`config.mk`:
```
export PLATFORM = sky130hd
export DESIGN_NAME = sprt_ctrl
export DESIGN_NICKNAME = d
export VERILOG_FILES = /design/src/rtl/sprt_pkg.sv /design/src/rtl/sprt_ctrl.sv
export SDC_FILE = /design/constraint.sdc
export NUM_CORES = 1
export LEC_CHECK = 0
export ABC_AREA = 1
export ABC_CLOCK_PERIOD_IN_PS = 2650
export CAP_MARGIN = 10
export CORE_AREA = 2 2 39 41
export DETAILED_ROUTE_END_ITERATION = 7
export DIE_AREA = 0 0 41 43
export DONT_BUFFER_PORTS = 1
export PLACE_DENSITY = 0.3
export SLEW_MARGIN = 0
export SYNTH_ARGS = -nofsm -noshare
export SYNTH_HDL_FRONTEND = slang
export SYNTH_SLANG_ARGS = --single-unit
```
`constraint.sdc`:
```
create_clock -name clk -period 2.65 [get_ports clk]
set_input_delay 0.265 -clock clk [delete_from_list [all_inputs] [get_ports clk]]
set_output_delay 0.265 -clock clk [all_outputs]
set_load 0.05 [all_outputs]
```
`src/rtl/sprt_pkg.sv`:
```
// Package: constants, word types and codes of the shared page refcount table.
`timescale 1ns / 1ps

package sprt_pkg;

    localparam int TABLE_SLOTS = 64;
    localparam int SLOT_W      = $clog2(TABLE_SLOTS);
    localparam int SLOT_OUT_W  = 6;
    localparam int PAGE_BYTES  = 4096;
    localparam int KEY_W       = 32;
    localparam int FRAME_W     = 20;
    localparam int COUNT_W     = 16;
    localparam int SIZE_W      = 32;

    localparam logic [COUNT_W-1:0] COUNT_MAX = '1;
    localparam logic [SIZE_W-1:0]  PAGE_MASK = SIZE_W'(PAGE_BYTES - 1);
    localparam logic [SIZE_W-1:0]  PAGE_SIZE = SIZE_W'(PAGE_BYTES);

    localparam logic MODE_OPEN  = 1'b0;
    localparam logic MODE_CLOSE = 1'b1;

    typedef enum logic [2:0] {
        ST_HIT      = 3'd0,
        ST_ALLOC    = 3'd1,
        ST_FULL     = 3'd2,
        ST_BAD_ID   = 3'd3,
        ST_CLOSED   = 3'd4,
        ST_FREED    = 3'd5,
        ST_NOTFOUND = 3'd6
    } status_t;

    typedef struct packed {
        logic               mode;
        logic [KEY_W-1:0]   page_id;
        logic [FRAME_W-1:0] fresh_frame;
        logic [SIZE_W-1:0]  process_size;
    } req_t;

    typedef struct packed {
        status_t               status;
        logic [SIZE_W-1:0]     map_address;
        logic [FRAME_W-1:0]    frame_number;
        logic [SIZE_W-1:0]     new_process_size;
        logic [COUNT_W-1:0]    refcount_after;
        logic [SLOT_OUT_W-1:0] slot_index;
    } rsp_t;

    typedef struct packed {
        logic [KEY_W-1:0]   key;
        logic [FRAME_W-1:0] frame;
        logic [COUNT_W-1:0] count;
    } entry_t;

    localparam int ENTRY_W = $bits(entry_t);

    // controller -> datapath
    typedef struct packed {
        logic load;
        logic scan;
        logic commit;
    } cmd_t;

    // datapath -> controller
    typedef struct packed {
        logic scan_last;
    } stat_t;

    function automatic logic [SIZE_W-1:0] round_to_page(input logic [SIZE_W-1:0] sz);
        logic [SIZE_W-1:0] sum;
        sum = sz + PAGE_MASK;
        return sum & ~PAGE_MASK;
    endfunction

    function automatic logic [SLOT_OUT_W-1:0] to_slot_out(input logic [SLOT_W-1:0] idx);
        logic [SLOT_W+SLOT_OUT_W-1:0] ext;
        ext = {{SLOT_OUT_W{1'b0}}, idx};
        return ext[SLOT_OUT_W-1:0];
    endfunction

endpackage

```
`src/rtl/sprt_ctrl.sv`:
```
// Controller: sequences load, table scan, last compare and commit of one word.
`timescale 1ns / 1ps

module sprt_ctrl (
    input  logic           clk,
    input  logic           rst_n,
    input  logic           start,
    output logic           busy,
    output sprt_pkg::cmd_t cmd,
    input  sprt_pkg::stat_t stat
);
    import sprt_pkg::*;

    typedef enum logic [3:0] {
        S_IDLE   = 4'b0001,
        S_SCAN   = 4'b0010,
        S_FLUSH  = 4'b0100,
        S_COMMIT = 4'b1000
    } state_t;

    state_t state_reg;
    state_t state_next;

    always_comb
    begin
        state_next = state_reg;
        cmd        = '0;
        case (state_reg)
            S_IDLE:
            begin
                if (start)
                begin
                    cmd.load   = 1'b1;
                    state_next = S_SCAN;
                end
            end
            S_SCAN:
            begin
                cmd.scan = 1'b1;
                if (stat.scan_last)
                begin
                    state_next = S_FLUSH;
                end
            end
            // read data of the last slot is compared here
            S_FLUSH:
            begin
                state_next = S_COMMIT;
            end
            S_COMMIT:
            begin
                cmd.commit = 1'b1;
                state_next = S_IDLE;
            end
            default:
            begin
                state_next = S_IDLE;
            end
        endcase
    end

    always_ff @(posedge clk or negedge rst_n)
    begin
        if (!rst_n)
        begin
            state_reg <= S_IDLE;
        end
        else
        begin
            state_reg <= state_next;
        end
    end

    assign busy = (state_reg != S_IDLE);

endmodule

```
* Yosys cells after proc, flatten, opt, wreduce, memory -nomap -nowiden
Index checks and enable logic that the tools add are counted.
** Storage, ports and cells
- Register bits after elaboration :: 4
- Input bits :: 4
- Output and inout bits :: 4
- Word-level logic and storage cells :: 16
** Operators by class
- Eq/ne operators :: 7
- Multiplexer cells :: 7
- Reductions and logical operators :: 1
** Operator list (count)
- 4-bit case mux with 3 select lines :: 1
- 4-bit two-way mux :: 2
- 4-bit by 1-bit equality test with 1-bit output, second input constant :: 1
- 4-bit by 2-bit equality test with 1-bit output, second input constant :: 1
- 4-bit by 3-bit equality test with 1-bit output, second input constant :: 1
- 4-bit equality test, second input constant :: 1
- 1-bit two-way mux :: 4
- 2-bit inequality test, second input constant :: 2
- 4-bit by 1-bit inequality test with 1-bit output, second input constant :: 1
- 2-bit AND reduction :: 1

* Depth between registers and ports, before layout
Gate-level depths: netlist (run 1).
- Word-level depth :: 3
- Gate-level depth with buffers :: 5
- Mapped depth without buffers :: 5

* Least setup slack after synthesis (run 1)
No wires, ideal clock.
- Path kind :: register to output
- Start point :: register state_reg[1]
- End point :: output cmd[0] (netlist name)
- Data arrival time :: 1.968 ns
- Data required time :: 2.385 ns
- Slack :: 0.417 ns
- Stages on the path, launching flop included :: 2
- Path buffers :: 0
- Cell sequence :: dfrtp_1 nor4_1
** RTL lines
- start: declaration :: line sprt_ctrl.sv:21 : state_t state_reg;
- start signal: assignment :: line sprt_ctrl.sv:70 : state_reg <= state_next;
- end: declaration :: line sprt_ctrl.sv:9 : output sprt_pkg::cmd_t cmd,

==> impl_metrics.json, run 1 <==
{
  "required_ns": 2.38,
  "routabilityCongestion": 0.623,
  "critical-path-top-delay-family": "flip-flops",
  "worst_skew_pair.late_latency_ns": 0.24,
  "first_iter_violations": 4,
  "crit_chain": "inv_2 -> nor2_2 -> nand3_1 -> inv_1",
  "largest_reg_flops": 4,
  "power.clock.fraction_pct": 22.3,
  "syn_avg_cell_area_um2": 7.91,
  "dp_hpwl_um": 359,
  "p_seq_share_pct": 30.1,
  "final_max_slew_viol_count": 0,
  "fin_crit_sh_pct": 63.5,
  "synth-simple-area-share_pct": 40.1,
  "rsz0062_at_grt": "no",
  "syn_to_final_growth_pct": 31.6,
  "synth_mux_area_share_pct": 0,
  "holdCritStartpoint": "stat",
  "die_width_um": 41,
  "sw_frac_of_total_pct": 52.2,
  "core_area_um2": 1380,
  "crit_buf_inv": 2,
  "switching_power_mw": 0.195,
  "grt_pass1_vias": 188,
  "place_area_um2": 255,
  "ys_ff_latch": 4,
  "final_core_util_pct": 21.1,
  "power.leakage_nw": 0.158,
  "numCtsBuffers": 3,
  "gr-usage-all-layers_pct": 7.27,
  "drive_above_1_share_pct": 35.3,
  "via_per_inst": 3.86,
  "stdcell_area_um2": 292,
  "power_frac_comb_pct": 47.5,
  "io_buffer_count": 0,
  "cts_resized": 0,
  "end_kind": "primary output",
  "grt_antenna_before_repair": 0,
  "via_count": 193,
  "clk_pin_slew_ns": 0.03,
  "die_area_um2": 1760,
  "synth_xor_xnor_area_share_pct": 0,
  "power.internal_mw": 0.179,
  "hold_buffers": 1,
  "synthesis.nets": 32,
  "cts_root_buffer": "clkbuf_4",
  "cts_tree": "built",
  "crit_start": "state_reg[0]",
  "maxCapViolCount": 0,
  "synth-adder-area-share_pct": 0,
  "grt_start_max_net_pins": 6,
  "die_height_um": 43,
  "antenna_left": 0,
  "ios": 8,
  "postCtsSetupBuffers": 0,
  "synth_cells": 28,
  "ys_seq_area_share_pct": 45.8,
  "status": "finished, final reports clean",
  "ys_types": 13,
  "fin_setup_tns_ns": 0,
  "worstSetupStartpointType": "flop",
  "cp_slowest_cell": "dfstp_2",
  "rr_startpoint": "state_reg[3]",
  "relSlewSlack_pct": 59.7,
  "grt_pass1_wl_um": 772,
  "fmax_ghz": 0.594,
  "finalCriticalPeriod_ns": 1.68,
  "ir_worst_vdd_v": 0.000478,
  "ys_warn_count": 0,
  "setup-violations-final": 0,
  "finClkSkew_ns": 0.0121,
  "rows": 14,
  "dr.pass1.iters": 4,
  "h-tree-depth": 1,
  "slowest_delay_ns": 0.55,
  "wire_per_inst_um": 8.84,
  "fin_nets": 39,
  "syn-cell-area_um2": 221,
  "wl_um": 442,
  "power_density_nw_per_um2": 1280,
  "cts.path.max_buffers": 2,
  "synth-compound-area-share_pct": 2.26,
  "finalHoldViolations": 0,
  "remaining_drc_errors": 0,
  "n_antenna_cell": 0,
  "cp.arrival_ns": 1.42,
  "initial_core_util_pct": 16.0,
  "clock-sinks": 4,
  "hold_class": "in -> reg",
  "cp_max_fo": 3,
  "crit_type": "reg -> out",
  "synth_top_family_by_area": "simple AND/OR/NAND/NOR gates",
  "overflow": 0,
  "worst_pin_slew_ns": 0.604
}
-- worst paths after layout --
| path | to | slack, ns | cells past startpoint |
|---|---|---|---|
| worst max-delay path | cmd[2] | 0.97 | 4 |
| worst min-delay path | state_reg[1] | 0.16 | 1 |
| worst max register to register | state_reg[2] | 1.33 | 5 |
| worst min register to register | state_reg[3] | 0.62 | 3 |
| max in group asynchronous | state_reg[0] | 2.11 | 1 |
| min in group asynchronous | state_reg[3] | 0.29 | 1 |
-- layer usage --
layer	wire length, um	GRT usage, %	share of wire (%)
met1	198	7.84	45
met2	191	8.13	43
met3	43	6.81	9.7
met4	8	6.00	1.8
met5	0	0	0
-- worst register-to-register path, delay by kind of cell, from the launching register on --
kind / cells / cell delay (ns)
simple gates: 3 / 0.68
flops: 1 / 0.41
buf+inv: 2 / 0.17
-- power by group through the flow --
stage / registers [mW] / clock network, mW / logic (mW)
after detailed placement: 0.113 / 0 / 0.177
after CTS: 0.112 / 0.0859 / 0.179
after global placement: 0.113 / 0 / 0.176
final: 0.112 / 0.0834 / 0.178
after global routing: 0.115 / 0.0944 / 0.194
after floorplan: 0.104 / 0 / 0.161
-- synthesized netlist by cell type --
master   n  area (um^2)
o21ai_1  1         5.00
dfrtp_1  3         75.1
nor4_1   1         6.26
dfstp_2  1         26.3
nor2_2   2         12.5
nor2_1   2         7.51
inv_1    6         22.5
inv_2    1         3.75
nand3_2  1         10.0
nor2_4   1         11.3
nand2_2  1         6.26
nand2_1  4         15.0
nand3_1  4         20.0
-- placed cells by master (no fill, tap or decap), drive strengths merged --
cell	synthesis	layout
nor4	1	1
nor2	5	5
buf	0	1
dfrtp	3	3
nand3	5	5
dlygate4sd3	0	1
clkbuf	0	4
dfstp	1	1
o21ai	1	1
inv	7	7
nand2	5	5
-- final cells by class --
class	instances	area, um^2
Multi-Input combinational cell	17	100
Sequential cell	4	101
Tap cell	16	20.0
Fill cell	152	1090
Timing Repair Buffer	2	17.5
Inverter	7	26.3
Clock buffer	4	26.3
-- kinds of logic (layout without fill, tap and decap cells) --
kind of cell	count (synthesis)	after routing
flops	4	4
buf+inv	7	13
compound gates	1	1
simple gates	16	16
-- through the flow --
step           std cells  total power, mW  hold slack [ns]  setup WS [ns]
2_1_floorplan         28            0.265          -0.0306          0.417
3_5_place_dp          45            0.290          -0.0304           1.20
4_1_cts               50            0.378            0.148          0.953
5_1_grt               50            0.403            0.137          0.874
6_report              50            0.373            0.156          0.967
3_3_place_gp          45            0.289          -0.0305           1.21
Note: power is estimated with default switching activity, not from simulation.
==> run 2: changes to the inputs <==
--- a/config.mk
+++ b/config.mk
@@ -6,7 +6,7 @@
 export NUM_CORES = 1
 export LEC_CHECK = 0
 export ABC_AREA = 1
-export ABC_CLOCK_PERIOD_IN_PS = 2650
+export ABC_CLOCK_PERIOD_IN_PS = 1400
 export CAP_MARGIN = 10
 export CORE_AREA = 2 2 39 41
 export DETAILED_ROUTE_END_ITERATION = 7
==> constraint.sdc (replaced) <==
create_clock -name clk -period 1.4 [get_ports clk]
set_input_delay 0.14 -clock clk [delete_from_list [all_inputs] [get_ports clk]]
set_output_delay 0.14 -clock clk [all_outputs]
set_load 0.05 [all_outputs]
==> impl_metrics.json, run 2 (same netlist as run 1, synthesis figures left out) <==
{
  "core_area_um2": 1380,
  "fmax_ghz": 0.729,
  "cp.arrival_ns": 1.23,
  "die_height_um": 43,
  "slowest_delay_ns": 0.53,
  "grt_pass1_vias": 222,
  "layout_commonest_cell": "inv_1",
  "antenna_left": 0,
  "dr.pass1.iters": 1,
  "worst_skew_pair.late_latency_ns": 0.24,
  "grt_pass1_wl_um": 862,
  "gr-usage-all-layers_pct": 7.66,
  "status": "finished, final reports clean",
  "routabilityCongestion": 0.725,
  "initial_core_util_pct": 16.0,
  "power_density_nw_per_um2": 2370,
  "finClkSkew_ns": 0.00360,
  "via_per_inst": 3.89,
  "setup-violations-final": 0,
  "cp_slowest_cell": "dfstp_2",
  "io_buffer_count": 0,
  "overflow": 0,
  "final_cell_mix": "inv_1 (5), nand2_1 (4), buf_4 (4)",
  "grt_antenna_before_repair": 0,
  "stdcell_area_um2": 363,
  "finalHoldViolations": 0,
  "worstSetupStartpointType": "flop",
  "rows": 14,
  "dp_hpwl_um": 405,
  "drive_above_1_share_pct": 46.2,
  "hold_class": "in -> reg",
  "ios": 8,
  "relSlewSlack_pct": 82.2,
  "die_area_um2": 1760,
  "multiInputGateArea_um2": 119,
  "die_width_um": 41,
  "r2r_slack_ns": 0.40,
  "fin_setup_tns_ns": 0,
  "first_iter_violations": 0,
  "cts_tree": "built",
  "n_antenna_cell": 0,
  "critical-path-top-delay-family": "flip-flops",
  "wl_um": 478,
  "hold_end": "state_reg[2]",
  "r2r-end": "state_reg[2]",
  "n_fill_cell": 160,
  "end_kind": "primary output",
  "numCtsBuffers": 3,
  "clock-sinks": 4,
  "cp_max_fo": 3,
  "syn_to_final_growth_pct": 63.8,
  "ff2ff_path_depth": 5,
  "crit_buf_inv": 3,
  "fin_crit_sh_pct": 97.9,
  "worst_pin_slew_ns": 0.268,
  "register_area_um2": 101,
  "min_path_cells": 2,
  "crit_chain": "inv_2 -> nor2_4 -> nand3_2 -> inv_2 -> buf_12",
  "maxCapViolCount": 0,
  "cts.path.max_buffers": 2,
  "required_ns": 1.26,
  "finalCriticalPeriod_ns": 1.37,
  "cp_common_cell": "inv_2",
  "remaining_drc_errors": 0,
  "rr_startpoint": "state_reg[0]",
  "cts_root_buffer": "clkbuf_4",
  "fin_nets": 44,
  "crit_type": "reg -> out",
  "rsz0062_at_grt": "yes",
  "largest_reg_flops": 4,
  "h-tree-depth": 1,
  "holdCritStartpoint": "stat",
  "grt_start_max_net_pins": 6,
  "ir_worst_vdd_v": 0.000790,
  "via_count": 214,
  "final_max_slew_viol_count": 0,
  "place_area_um2": 299,
  "clk_pin_slew_ns": 0.04,
  "power.leakage_nw": 0.187,
  "wire_per_inst_um": 8.69
}
run 2: worst max-delay path by stage:
stage,from,to,cells past startpoint
floorplan,state_reg[0],cmd[2],4
global placement,state_reg[0],cmd[2],5
detailed placement,state_reg[0],cmd[2],5
CTS,state_reg[0],cmd[2],5
global route,state_reg[0],cmd[2],5
finish,state_reg[0],cmd[2],5
run 2: final cells by class:
| class | instances | area share (%) |
|---|---|---|
| Multi-Input combinational cell | 17 | 32.8 |
| Sequential cell | 4 | 27.9 |
| Timing Repair Buffer | 7 | 19.3 |
| Clock buffer | 4 | 7.24 |
| Inverter | 7 | 7.24 |
| Tap cell | 16 | 5.52 |
run 2: metal layers:
metal	share of wire [%]	up-vias	routed length [um]	GRT usage (%)
met5	0	-	0	0
met2	51	6	245	10.9
li1	-	108	-	-
met4	4.4	0	21	6.00
met1	40	97	191	8.47
met3	4.0	3	19	3.14
run 2: power breakdown:
part	switching [mW]	internal, mW	total, mW	leakage, nW
registers	0.0537	0.162	0.216	0.0512
clock network	0.0491	0.107	0.156	0.0150
logic	0.309	0.178	0.487	0.121
total	0.412	0.447	0.859	0.187
run 2: metrics by stage:
step	hold slack [ns]	cells	util (%)	setup slack, ns	power [mW]
2_1_floorplan	-0.156	28	-	0.109	0.522
3_3_place_gp	-0.155	48	21.6	0.146	0.659
3_5_place_dp	-0.156	48	21.6	0.137	0.658
4_1_cts	0.0485	55	26.2	0.0196	0.872
5_1_grt	0.0369	55	26.2	-0.0196	0.919
6_report	0.0402	55	26.2	0.0289	0.859
run 2: timing repair:
action / CTS / global route
hold buffers: 2 / 0
endpoints found under the setup margin: 2 / 1
endpoints found under the hold margin: 5 / 0
gates resized for setup: 3 / 0
setup buffers: 1 / 0
