### src/rtl/sprt_pkg.sv
// Package: constants, word types and codes of the shared page refcount table.
`timescale 1ns / 1ps

package sprt_pkg;

    localparam int TABLE_SLOTS = 64;
    localparam int SLOT_W      = $clog2(TABLE_SLOTS);
    localparam int SLOT_OUT_W  = 6;
    localparam int PAGE_BYTES  = 4096;
    localparam int KEY_W       = 32;
    localparam int FRAME_W     = 20;
    localparam int COUNT_W     = 16;
    localparam int SIZE_W      = 32;

    localparam logic [COUNT_W-1:0] COUNT_MAX = '1;
    localparam logic [SIZE_W-1:0]  PAGE_MASK = SIZE_W'(PAGE_BYTES - 1);
    localparam logic [SIZE_W-1:0]  PAGE_SIZE = SIZE_W'(PAGE_BYTES);

    localparam logic MODE_OPEN  = 1'b0;
    localparam logic MODE_CLOSE = 1'b1;

    typedef enum logic [2:0] {
        ST_HIT      = 3'd0,
        ST_ALLOC    = 3'd1,
        ST_FULL     = 3'd2,
        ST_BAD_ID   = 3'd3,
        ST_CLOSED   = 3'd4,
        ST_FREED    = 3'd5,
        ST_NOTFOUND = 3'd6
    } status_t;

    typedef struct packed {
        logic               mode;
        logic [KEY_W-1:0]   page_id;
        logic [FRAME_W-1:0] fresh_frame;
        logic [SIZE_W-1:0]  process_size;
    } req_t;

    typedef struct packed {
        status_t               status;
        logic [SIZE_W-1:0]     map_address;
        logic [FRAME_W-1:0]    frame_number;
        logic [SIZE_W-1:0]     new_process_size;
        logic [COUNT_W-1:0]    refcount_after;
        logic [SLOT_OUT_W-1:0] slot_index;
    } rsp_t;

    typedef struct packed {
        logic [KEY_W-1:0]   key;
        logic [FRAME_W-1:0] frame;
        logic [COUNT_W-1:0] count;
    } entry_t;

    localparam int ENTRY_W = $bits(entry_t);

    // controller -> datapath
    typedef struct packed {
        logic load;
        logic scan;
        logic commit;
    } cmd_t;

    // datapath -> controller
    typedef struct packed {
        logic scan_last;
    } stat_t;

    function automatic logic [SIZE_W-1:0] round_to_page(input logic [SIZE_W-1:0] sz);
        logic [SIZE_W-1:0] sum;
        sum = sz + PAGE_MASK;
        return sum & ~PAGE_MASK;
    endfunction

    function automatic logic [SLOT_OUT_W-1:0] to_slot_out(input logic [SLOT_W-1:0] idx);
        logic [SLOT_W+SLOT_OUT_W-1:0] ext;
        ext = {{SLOT_OUT_W{1'b0}}, idx};
        return ext[SLOT_OUT_W-1:0];
    endfunction

endpackage

### src/rtl/sprt_ram.sv
// Generic single-write, single-read RAM with registered read data.
`timescale 1ns / 1ps

module sprt_ram #(
    parameter int WIDTH = 8,
    parameter int DEPTH = 16
) (
    input  logic                     clk,
    input  logic                     we,
    input  logic [$clog2(DEPTH)-1:0] waddr,
    input  logic [WIDTH-1:0]         wdata,
    input  logic                     re,
    input  logic [$clog2(DEPTH)-1:0] raddr,
    output logic [WIDTH-1:0]         rdata
);

    logic [WIDTH-1:0] mem [DEPTH];

    always_ff @(posedge clk)
    begin
        if (we)
        begin
            mem[waddr] <= wdata;
        end
        if (re)
        begin
            rdata <= mem[raddr];
        end
    end

endmodule

### src/rtl/sprt_dp.sv
// Datapath: slot RAM, valid bits, scan compare, update and result register.
`timescale 1ns / 1ps

module sprt_dp (
    input  logic            clk,
    input  logic            rst_n,
    input  sprt_pkg::cmd_t  cmd,
    input  sprt_pkg::req_t  req,
    output sprt_pkg::stat_t stat,
    output logic            done,
    output sprt_pkg::rsp_t  rsp
);
    import sprt_pkg::*;

    req_t                     req_reg;
    logic [SIZE_W-1:0]        map_reg;
    logic [SLOT_W-1:0]        scan_idx_reg;
    logic [SLOT_W-1:0]        cmp_idx_reg;
    logic                     cmp_vld_reg;
    logic                     hit_reg;
    logic [SLOT_W-1:0]        hit_idx_reg;
    logic [FRAME_W-1:0]       hit_frame_reg;
    logic [COUNT_W-1:0]       hit_count_reg;
    logic                     free_reg;
    logic [SLOT_W-1:0]        free_idx_reg;
    logic [TABLE_SLOTS-1:0]   valid_reg;
    rsp_t                     rsp_reg;
    rsp_t                     rsp_next;
    logic                     done_reg;

    logic                     ram_we;
    logic [SLOT_W-1:0]        ram_waddr;
    entry_t                   ram_wentry;
    logic [ENTRY_W-1:0]       ram_rdata;
    entry_t                   rd_entry;

    logic                     match;
    logic                     free_hit;
    logic [COUNT_W-1:0]       count_up;
    logic [COUNT_W-1:0]       count_dn;
    logic [SIZE_W-1:0]        grown;
    logic                     valid_set;
    logic                     valid_clr;
    logic [SLOT_W-1:0]        valid_idx;

    sprt_ram #(
        .WIDTH (ENTRY_W),
        .DEPTH (TABLE_SLOTS)
    ) u_ram (
        .clk   (clk),
        .we    (ram_we),
        .waddr (ram_waddr),
        .wdata (ram_wentry),
        .re    (cmd.scan),
        .raddr (scan_idx_reg),
        .rdata (ram_rdata)
    );

    assign rd_entry = entry_t'(ram_rdata);

    // a live slot never holds key 0, so a valid compare implies a real hit
    assign match    = cmp_vld_reg && valid_reg[cmp_idx_reg] && !hit_reg
                      && (rd_entry.key == req_reg.page_id);
    assign free_hit = cmd.scan && !valid_reg[scan_idx_reg] && !free_reg;

    assign stat.scan_last = (scan_idx_reg == SLOT_W'(TABLE_SLOTS - 1));

    assign count_up = (hit_count_reg == COUNT_MAX) ? COUNT_MAX : hit_count_reg + 1'b1;
    assign count_dn = (hit_count_reg != '0) ? hit_count_reg - 1'b1 : '0;
    assign grown    = map_reg + PAGE_SIZE;

    always_comb
    begin
        rsp_next         = '0;
        ram_we           = 1'b0;
        ram_waddr        = hit_idx_reg;
        ram_wentry.key   = req_reg.page_id;
        ram_wentry.frame = hit_frame_reg;
        ram_wentry.count = count_up;
        valid_set        = 1'b0;
        valid_clr        = 1'b0;
        valid_idx        = hit_idx_reg;
        if (req_reg.mode == MODE_OPEN)
        begin
            rsp_next.map_address      = map_reg;
            rsp_next.new_process_size = req_reg.process_size;
            if (req_reg.page_id == '0)
            begin
                rsp_next.status = ST_BAD_ID;
            end
            else if (hit_reg)
            begin
                rsp_next.status           = ST_HIT;
                rsp_next.frame_number     = hit_frame_reg;
                rsp_next.new_process_size = grown;
                rsp_next.refcount_after   = count_up;
                rsp_next.slot_index       = to_slot_out(hit_idx_reg);
                ram_we                    = cmd.commit;
            end
            else if (free_reg)
            begin
                rsp_next.status           = ST_ALLOC;
                rsp_next.frame_number     = req_reg.fresh_frame;
                rsp_next.new_process_size = grown;
                rsp_next.refcount_after   = COUNT_W'(1);
                rsp_next.slot_index       = to_slot_out(free_idx_reg);
                ram_we                    = cmd.commit;
                ram_waddr                 = free_idx_reg;
                ram_wentry.frame          = req_reg.fresh_frame;
                ram_wentry.count          = COUNT_W'(1);
                valid_set                 = cmd.commit;
                valid_idx                 = free_idx_reg;
            end
            else
            begin
                rsp_next.status = ST_FULL;
            end
        end
        else
        begin
            if (req_reg.page_id == '0)
            begin
                rsp_next.status = ST_BAD_ID;
            end
            else if (!hit_reg)
            begin
                rsp_next.status = ST_NOTFOUND;
            end
            else if (count_dn == '0)
            begin
                rsp_next.status       = ST_FREED;
                rsp_next.frame_number = hit_frame_reg;
                rsp_next.slot_index   = to_slot_out(hit_idx_reg);
                valid_clr             = cmd.commit;
            end
            else
            begin
                rsp_next.status         = ST_CLOSED;
                rsp_next.frame_number   = hit_frame_reg;
                rsp_next.refcount_after = count_dn;
                rsp_next.slot_index     = to_slot_out(hit_idx_reg);
                ram_we                  = cmd.commit;
                ram_wentry.count        = count_dn;
            end
        end
    end

    always_ff @(posedge clk or negedge rst_n)
    begin
        if (!rst_n)
        begin
            scan_idx_reg <= '0;
            cmp_vld_reg  <= 1'b0;
            hit_reg      <= 1'b0;
            free_reg     <= 1'b0;
            valid_reg    <= '0;
            done_reg     <= 1'b0;
        end
        else
        begin
            cmp_vld_reg <= cmd.scan;
            done_reg    <= cmd.commit;
            if (cmd.load)
            begin
                scan_idx_reg <= '0;
                hit_reg      <= 1'b0;
                free_reg     <= 1'b0;
            end
            else
            begin
                if (cmd.scan)
                begin
                    scan_idx_reg <= scan_idx_reg + 1'b1;
                end
                if (match)
                begin
                    hit_reg <= 1'b1;
                end
                if (free_hit)
                begin
                    free_reg <= 1'b1;
                end
            end
            if (valid_set)
            begin
                valid_reg[valid_idx] <= 1'b1;
            end
            if (valid_clr)
            begin
                valid_reg[valid_idx] <= 1'b0;
            end
        end
    end

    always_ff @(posedge clk)
    begin
        cmp_idx_reg <= scan_idx_reg;
        if (cmd.load)
        begin
            req_reg <= req;
            map_reg <= round_to_page(req.process_size);
        end
        if (match)
        begin
            hit_idx_reg   <= cmp_idx_reg;
            hit_frame_reg <= rd_entry.frame;
            hit_count_reg <= rd_entry.count;
        end
        if (free_hit)
        begin
            free_idx_reg <= scan_idx_reg;
        end
        if (cmd.commit)
        begin
            rsp_reg <= rsp_next;
        end
    end

    assign done = done_reg;
    assign rsp  = rsp_reg;

endmodule

### config.mk
export PLATFORM = sky130hd
export DESIGN_NAME = sprt_dp
export DESIGN_NICKNAME = d
export VERILOG_FILES = /design/src/rtl/sprt_pkg.sv /design/src/rtl/sprt_ram.sv /design/src/rtl/sprt_dp.sv
export SDC_FILE = /design/constraint.sdc
export NUM_CORES = 2
export LEC_CHECK = 0
export BUFFER_PORTS_ARGS = -buffer_cell sky130_fd_sc_hd__buf_2
export CORE_MARGIN = 2
export CORE_UTILIZATION = 55
export CTS_CLUSTER_SIZE = 12
export DETAILED_ROUTE_END_ITERATION = 8
export HOLD_SLACK_MARGIN = 0.05
export PLACE_DENSITY = 0.72
export SYNTH_ARGS = -nofsm -noshare
export SYNTH_HDL_FRONTEND = slang
export SYNTH_HIERARCHICAL = 1
export SYNTH_MEMORY_MAX_BITS = 65536
export SYNTH_SLANG_ARGS = --single-unit
### constraint.sdc
create_clock -name clk -period 10.3 [get_ports clk]
set_input_delay 1.545 -clock clk [delete_from_list [all_inputs] [get_ports clk]]
set_output_delay 1.545 -clock clk [all_outputs]
set_load 0.02 [all_outputs]
* After elaboration in Yosys (flattened, before gate mapping)
Memory sizes are Yosys's and may differ from the RTL's. A register that Yosys moved wholly into a read port is not among the register bits.
Cells that the tools add are included.
** Word-level totals
- Register bits :: 330
- Bits in writable memories :: 4352
- Bits of input ports :: 90
- Output and inout port bits :: 111
- Word-level logic and storage cells :: 114
- Memories :: 1
** Memories
- u_ram.mem :: words 64, bits a word 68, read ports 1, clocked after memory_dff 1, write ports 1, line sprt_ram.sv:17 : logic [WIDTH-1:0] mem [DEPTH];
** Cells by class
- Add/subtract/negate cells :: 5
- $lt $le $gt $ge :: 4
- Equality and inequality tests :: 3
- Mux-type cells :: 61
- Bitwise operators :: 3
- Reduce and logical (&&, ||, !) cells :: 15
** Operator list (count)
- $mux W74 :: 3
- $mux W64 :: 2
- $mux W16 :: 7
- $mux W36 :: 3
- $mux W20 :: 4
- $mux W22 :: 3
- $and A64 B64 Y64 :: 1
- $not A64 Y64 :: 1
- $or A64 B64 Y64 :: 1
- $mux W6 :: 6
- $add A32 B12 Y32 const B :: 1
- $add A32 B13 Y32 const B :: 1
- $eq A32 B32 Y1 :: 1
- $logic_not A32 Y1 :: 1
- $mux W1 :: 24
- $lt A6 B7 Y1 const B :: 3
- $add A16 B1 Y16 const B :: 1
- $eq A16 B16 Y1 const B :: 1
- $logic_not A16 Y1 :: 1
- $reduce_bool A16 Y1 :: 1
- $sub A16 B1 Y16 const B :: 1
- $bmux W1 S6 :: 2
- $mux W2 :: 4
- $add A6 B1 Y6 const B :: 1
- 7 further kinds :: 17

* Longest topological paths before layout
- Depth after elaboration :: 12
- Gate-level depth with buffers :: 16
- Gate-level depth less buffers :: 12

* By module
The synthesis kept the hierarchy.
** Modules (own cells, without submodules)
- sprt_ram :: times used 1, cells each 7077, area an instance 166195.6 µm², seq. area each 132727.3 µm²
- sprt_dp :: times used 1, cells each 1260, area an instance 15361.0 µm², seq. area each 9479.1 µm²

* Worst setup path before layout
No wires, ideal clock.
- Kind :: flip-flop to flip-flop
- Start point :: reg req_reg, in the netlist ram_wentry[38]
- End point :: mem u_ram/mem[48][0] (netlist name) (enable)
- Library setup time :: 0.577 ns
- Data arrival time :: 7.946 ns
- Data required time :: 9.723 ns
- Slack :: 1.777 ns
- Stages on the path, launching flop included :: 14
- Buffers on the path :: 6
- Period minus slack after synthesis :: 8.523 ns
- Cells stage by stage :: edfxtp_1 > nor4_1 > and4_1 > clkbuf_1 > a21bo_2 > buf_2 > buf_1 > clkbuf_1 > clkbuf_1 > o21ai_0 > clkbuf_1 > nor2b_1 > nand4b_1 > nor3_1
** Between the ends
- Elaborated cells on any way between the ends :: 8
- Classes of those cells :: 7 x mux; 1 x reduce/logical
** RTL lines
- start: declaration :: line sprt_dp.sv:15 : req_t req_reg;
- start signal: assignment :: line sprt_dp.sv:200 : req_reg <= req;
- $logic_not A32 Y1 :: line sprt_dp.sv:87 : if (req_reg.page_id == '0)
- $mux W6 :: line sprt_dp.sv:87
- $mux W6 :: line sprt_dp.sv:83 : if (req_reg.mode == MODE_OPEN)
- via ram_waddr[3] :: line sprt_dp.sv:32 : logic [SLOT_W-1:0] ram_waddr;
- end: declaration :: line sprt_ram.sv:17
The timed path passes the listed nets, and every way through them passes these cells.

* Worst setup path after layout
- Start point :: reg req_reg, in the netlist ram_wentry[45]
- End point :: mem u_ram/mem[7][44] (netlist name) (enable)
** Between the ends
- Word-level cells in the longest chain between the ends :: 5
- Elaborated cells on any way between the ends :: 8
- Classes of those cells :: 7 x mux; 1 x reduce/logical
** RTL lines
- $logic_not A32 Y1 (*) :: line sprt_dp.sv:87, sprt_dp.sv:121
- $mux W1 (on tied branches) :: line sprt_dp.sv:87, sprt_dp.sv:121
- $mux W1 (*) :: line sprt_dp.sv:83
- via ram_we :: line sprt_dp.sv:31 : logic ram_we;
- $mux W1 (*) :: line sprt_ram.sv:21 : if (we)
- $mux W1 (implied by the code) (*) :: line sprt_ram.sv:23 : mem[waddr] <= wdata;
The timed path passes the listed nets; every way through them passes the cells marked *.

==> results.txt <==
* Gate count after technology mapping: 8337
- Cell internal power was estimated by the tool at 30.82 mW.
- Number of vias in the routed layout: 93380
* Number of non-filler instances in the completed layout: 13400
- Violations in the final reports: capacitance limit
- The worst hold path passes through 0 cells.
* Worst hold-check slack: 417.0 ps
- Wire length of the first global-routing pass: 701.1 mm
- CTS buffer count: 462
- For this run the aggregate overflow at the end of global routing stands at 0.
- Transition time of the tightest slew-check pin: 1475 ps
* Clock transition time at the flip-flop clock pins of the worst setup and hold paths: 60 ps
* Post-synthesis mux area share: 14.08%
- Global routing used 46.65% of the available met2 tracks.
- The clock passes through at most 4 buffers.
* Vias in the first global route: 90970
- Routability congestion estimate from global placement: 0.8980
* Number of hold violations in the final report: 0
- The synthesized netlist contains 71 unique library cells.
* IO Port Bufs: 188
- Synthesized area: 0.1816 mm²
- Starting utilization of the core area: 55.37%
- Measured in cells, the most critical reg-to-reg path has a length of 10.
- The path with the worst hold slack has its endpoint at hit_frame_reg[6].
- The average instance in the mapped netlist occupies 21.78 µm².
- Global routing used 40.99% of the available met1 tracks.
- Hold repair after CTS inserted 0 buffers.
- Proportion of layout cells with a drive suffix above 1: 24.72%
- Part of the total power dissipated in sequential elements: 54.9%
* Leakage Power: 61.83 nW
* Data required time of the worst path: 10880 ps
- Summing the areas of all and, or, nand and nor instances in the mapped netlist gives 2.364% of the synthesized area.
- For this run, the post-layout net count is 8895.
- Pin placement for this block handled 201 I/O pins.
* Area taken by flip-flops and latches: 0.1422 mm²
- The multi-input combinational cells in the finished layout cover a total of 0.03769 mm².
* Power spent charging and discharging nets: 8.507 mW
- Number of remaining DRC errors: 0
* Average vias per placed instance: 6.970
* Setup TNS: 0 ps
* Number of flops mapped to enable cells by yosys: 4670
- Worst reg2reg path endpoint: u_ram/mem[7][44]
- Final wirelength: 504.0 mm
- Setup slack closes at 3095 ps.
- Status: complete, but fails checks
- The number of gates resized after CTS was 0.
- Count of fill cells added during filler insertion: 21650
- After synthesis, the largest family of logic cells by area is multiplexers.
- Chip Height: 578.5 µm
- Initial antenna violation count: 27
- Critical Path Fanout Max: 37
* TritonCTS clock tree: done
* Total power consumption of the routed design: 39.33 mW
* Critical path origin: ram_wentry[45]
- The startpoint identified for the worst hold timing path is u_ram/rdata[22].
- Across the run, the number of max-cap violations was 1.
- Once placement completed, the tool counted placed cells totaling 12680.
- After routing the design area is 0.2021 mm².
- Before antenna repair, the detailed router went through 8 iterations.
- Die area: 0.3347 mm²
- Summing the sequential cell areas from Yosys gives 78.33% of the chip area.
- For this run, the top clock speed supported by timing is 138.8 MHz.
* Critical path type: reg2reg
- For met3 alone, demand over resource in global routing was 8.023%.
- Of the available clock period, the critical path in the final layout requires 69.95%.
- Area delta synth->final: 11.33%
* Root Buffer Master: sky130_fd_sc_hd__clkbuf_16
- Number of pins with negative max-slew slack in the final report: 0
- Busiest layer in global routing: met2
- From left edge to right edge, the die measures 578.5 µm.
- During synthesis, Yosys emitted a total of 6 warnings.
- Post-Synth Adder-Cell Area: 0.03446%
- The synthesized netlist devotes 3.338% of its cell area to compound gates.
- Clock Power Share: 38.9%
* Number of rows in the core area: 210
- Slack of the worst reg-to-reg path: 3090 ps
- Share of the core filled with cells: 61.64%
- Global Route Usage Sum: 30.10%
* Remaining max-slew budget at the tightest pin: 0.7438%
* Skew final: 96.71 ps
- Insertion delay to the later sink of the worst-skew pair: 1020 ps
* Asr flop ratio synth: 1.558%
* Detail Placement HPWL: 290.0 mm
- Number of H-tree levels: 5
- Kind of end point of the critical path: flop
* Post-detailed-placement cell area: 0.1889 mm²
- Area of the core: 0.3279 mm²
- The tree built by TritonCTS fans out to 4750 sinks.
* Setup violations, final: 0
- Per report_power, the combinational group accounts for 6.1% of the total.
* Most used flip-flop cell after synthesis: sky130_fd_sc_hd__edfxtp_1
- Unrepaired setup endpoints after global routing: no
* Type of the worst min-delay path: reg2reg
- Once the clock tree was built, the setup fixing pass inserted 0 buffers.
* Minimum clock period after layout: 7205 ps
- In this run, the number of DRC markers left after iteration 0 of detailed routing was 14740.
* Pre-CTS WS: 3477 ps
- STA puts the critical path data arrival time at 7780 ps.
- After detailed routing, the average wire length per cell comes to 37.62 µm.
- The count of nets left with antenna violations once routing finished came out at 0.
* Type of origin of the critical path: flop
* Worst ir drop on vdd: 0.1651 mV
* Power density over cell area: 194.6 mW/mm²
- Synth Area in XOR/XNOR: 0.4004%
- The register with the most flip-flops in the layout has 4352 of them.
* Fraction of power spent switching nets: 21.63%
- Flops & latches, synth: 4750
- Entering global routing, the biggest net connects 136 pins.
- The startpoint identified for the worst register-to-register timing path is ram_wentry[45].
-- Yosys cell counts, types with 91 or more instances --
| cell | number | area [µm²] |
|---|---|---|
| sky130_fd_sc_hd__a21oi_1 | 161 | 805.8 |
| sky130_fd_sc_hd__nor3_1 | 118 | 590.6 |
| sky130_fd_sc_hd__mux2i_1 | 148 | 1481 |
| sky130_fd_sc_hd__buf_2 | 91 | 455.4 |
| sky130_fd_sc_hd__nor2b_1 | 108 | 675.7 |
| sky130_fd_sc_hd__a211oi_1 | 126 | 945.9 |
| sky130_fd_sc_hd__nand2_1 | 186 | 698.2 |
| sky130_fd_sc_hd__o22ai_1 | 379 | 2371 |
| sky130_fd_sc_hd__mux4_2 | 1068 | 24050 |
| sky130_fd_sc_hd__edfxtp_1 | 4670 | 140200 |
| sky130_fd_sc_hd__clkbuf_1 | 246 | 923.4 |
| sky130_fd_sc_hd__nor2_1 | 166 | 623.1 |
-- worst max-delay path by stage --
stage / to / slack [ps]
floorplan: u_ram/mem[48][0] / 1780
global placement: u_ram/mem[7][53] / 3500
detailed placement: u_ram/mem[7][42] / 3480
CTS: u_ram/mem[7][44] / 3390
global route: u_ram/mem[7][44] / 2810
finish: u_ram/mem[7][44] / 3090
-- power groups by stage --
stage	logic, mW	clock network (mW)	registers, mW
global placement	2.35	0	22.0
detailed placement	2.40	0	22.0
finish	2.41	15.3	21.6
global route	2.52	16.1	21.6
floorplan	1.46	0	22.1
CTS	2.41	15.4	21.6
-- cells by family after synthesis --
logic type | after synthesis
DFF | 4750
muxes | 1219
AOI/OAI and AO/OA | 917
and+or+nand+nor | 849
buffers and inverters | 513
xor gates and xnor gates | 83
adders and majority gates | 5
other | 1
-- area by class of cell --
type | count | area share, %
repair buffers | 490 | 1.728
well taps | 4346 | 2.690
clock buffers | 601 | 6.091
flip-flops and latches | 4750 | 70.37
multi-input cells | 3085 | 18.65
inverters | 11 | 0.02105
clock inverters | 102 | 0.4420
diodes | 13 | 0.01609
-- critical path, cell delays in order, from the launching register on --
cell and delay, ps:
sky130_fd_sc_hd__edfxtp_1 1180, sky130_fd_sc_hd__nor4_1 100, sky130_fd_sc_hd__and4_1 610, sky130_fd_sc_hd__nand2_1 340
sky130_fd_sc_hd__nand3_1 350, sky130_fd_sc_hd__a31oi_2 310, sky130_fd_sc_hd__nor2_1 110, sky130_fd_sc_hd__nor2_1 700
sky130_fd_sc_hd__nand4_1 830, sky130_fd_sc_hd__nor2_4 1260, sky130_fd_sc_hd__buf_4 860
-- per-layer routing --
layer	routed length, µm	vias up
met4	25170	14
met3	68230	1138
met1	175100	49040
li1	-	36120
met2	235400	7069
met5	102	-
-- placed cells by master, fill, tap and decap left out, types with 10 or more instances in the layout --
cell type                      n
sky130_fd_sc_hd__a31oi_1      19
sky130_fd_sc_hd__nor2_4       63
sky130_fd_sc_hd__clkbuf_1    124
sky130_fd_sc_hd__o22a_1       57
sky130_fd_sc_hd__nand3_1      64
sky130_fd_sc_hd__nor3_1      116
sky130_fd_sc_hd__nand2b_1     10
sky130_fd_sc_hd__edfxtp_1   4670
sky130_fd_sc_hd__o21ai_0      33
sky130_fd_sc_hd__a21oi_1     161
sky130_fd_sc_hd__nand2_1     174
sky130_fd_sc_hd__inv_1        10
sky130_fd_sc_hd__buf_4       282
sky130_fd_sc_hd__clkbuf_16   469
sky130_fd_sc_hd__buf_2       184
sky130_fd_sc_hd__dfrtp_1      68
sky130_fd_sc_hd__o211a_1      12
sky130_fd_sc_hd__nor4_1       65
sky130_fd_sc_hd__diode_2      13
sky130_fd_sc_hd__a211oi_1    125
sky130_fd_sc_hd__nand4b_1     11
sky130_fd_sc_hd__nand4_1      18
sky130_fd_sc_hd__and2_1       22
sky130_fd_sc_hd__buf_12       21
sky130_fd_sc_hd__mux2i_1     147
sky130_fd_sc_hd__and3_1       14
sky130_fd_sc_hd__nor4_2       19
sky130_fd_sc_hd__or3_1        11
sky130_fd_sc_hd__a22oi_1      60
sky130_fd_sc_hd__o221ai_1     23
sky130_fd_sc_hd__mux4_2     1068
sky130_fd_sc_hd__clkinv_2     18
sky130_fd_sc_hd__o22ai_1     374
sky130_fd_sc_hd__nor2_1      102
sky130_fd_sc_hd__nor2b_1     106
sky130_fd_sc_hd__conb_1       12
sky130_fd_sc_hd__xnor2_1      37
sky130_fd_sc_hd__xor2_1       46
sky130_fd_sc_hd__clkinv_1     55
Power figures use the tool's default switching activity.
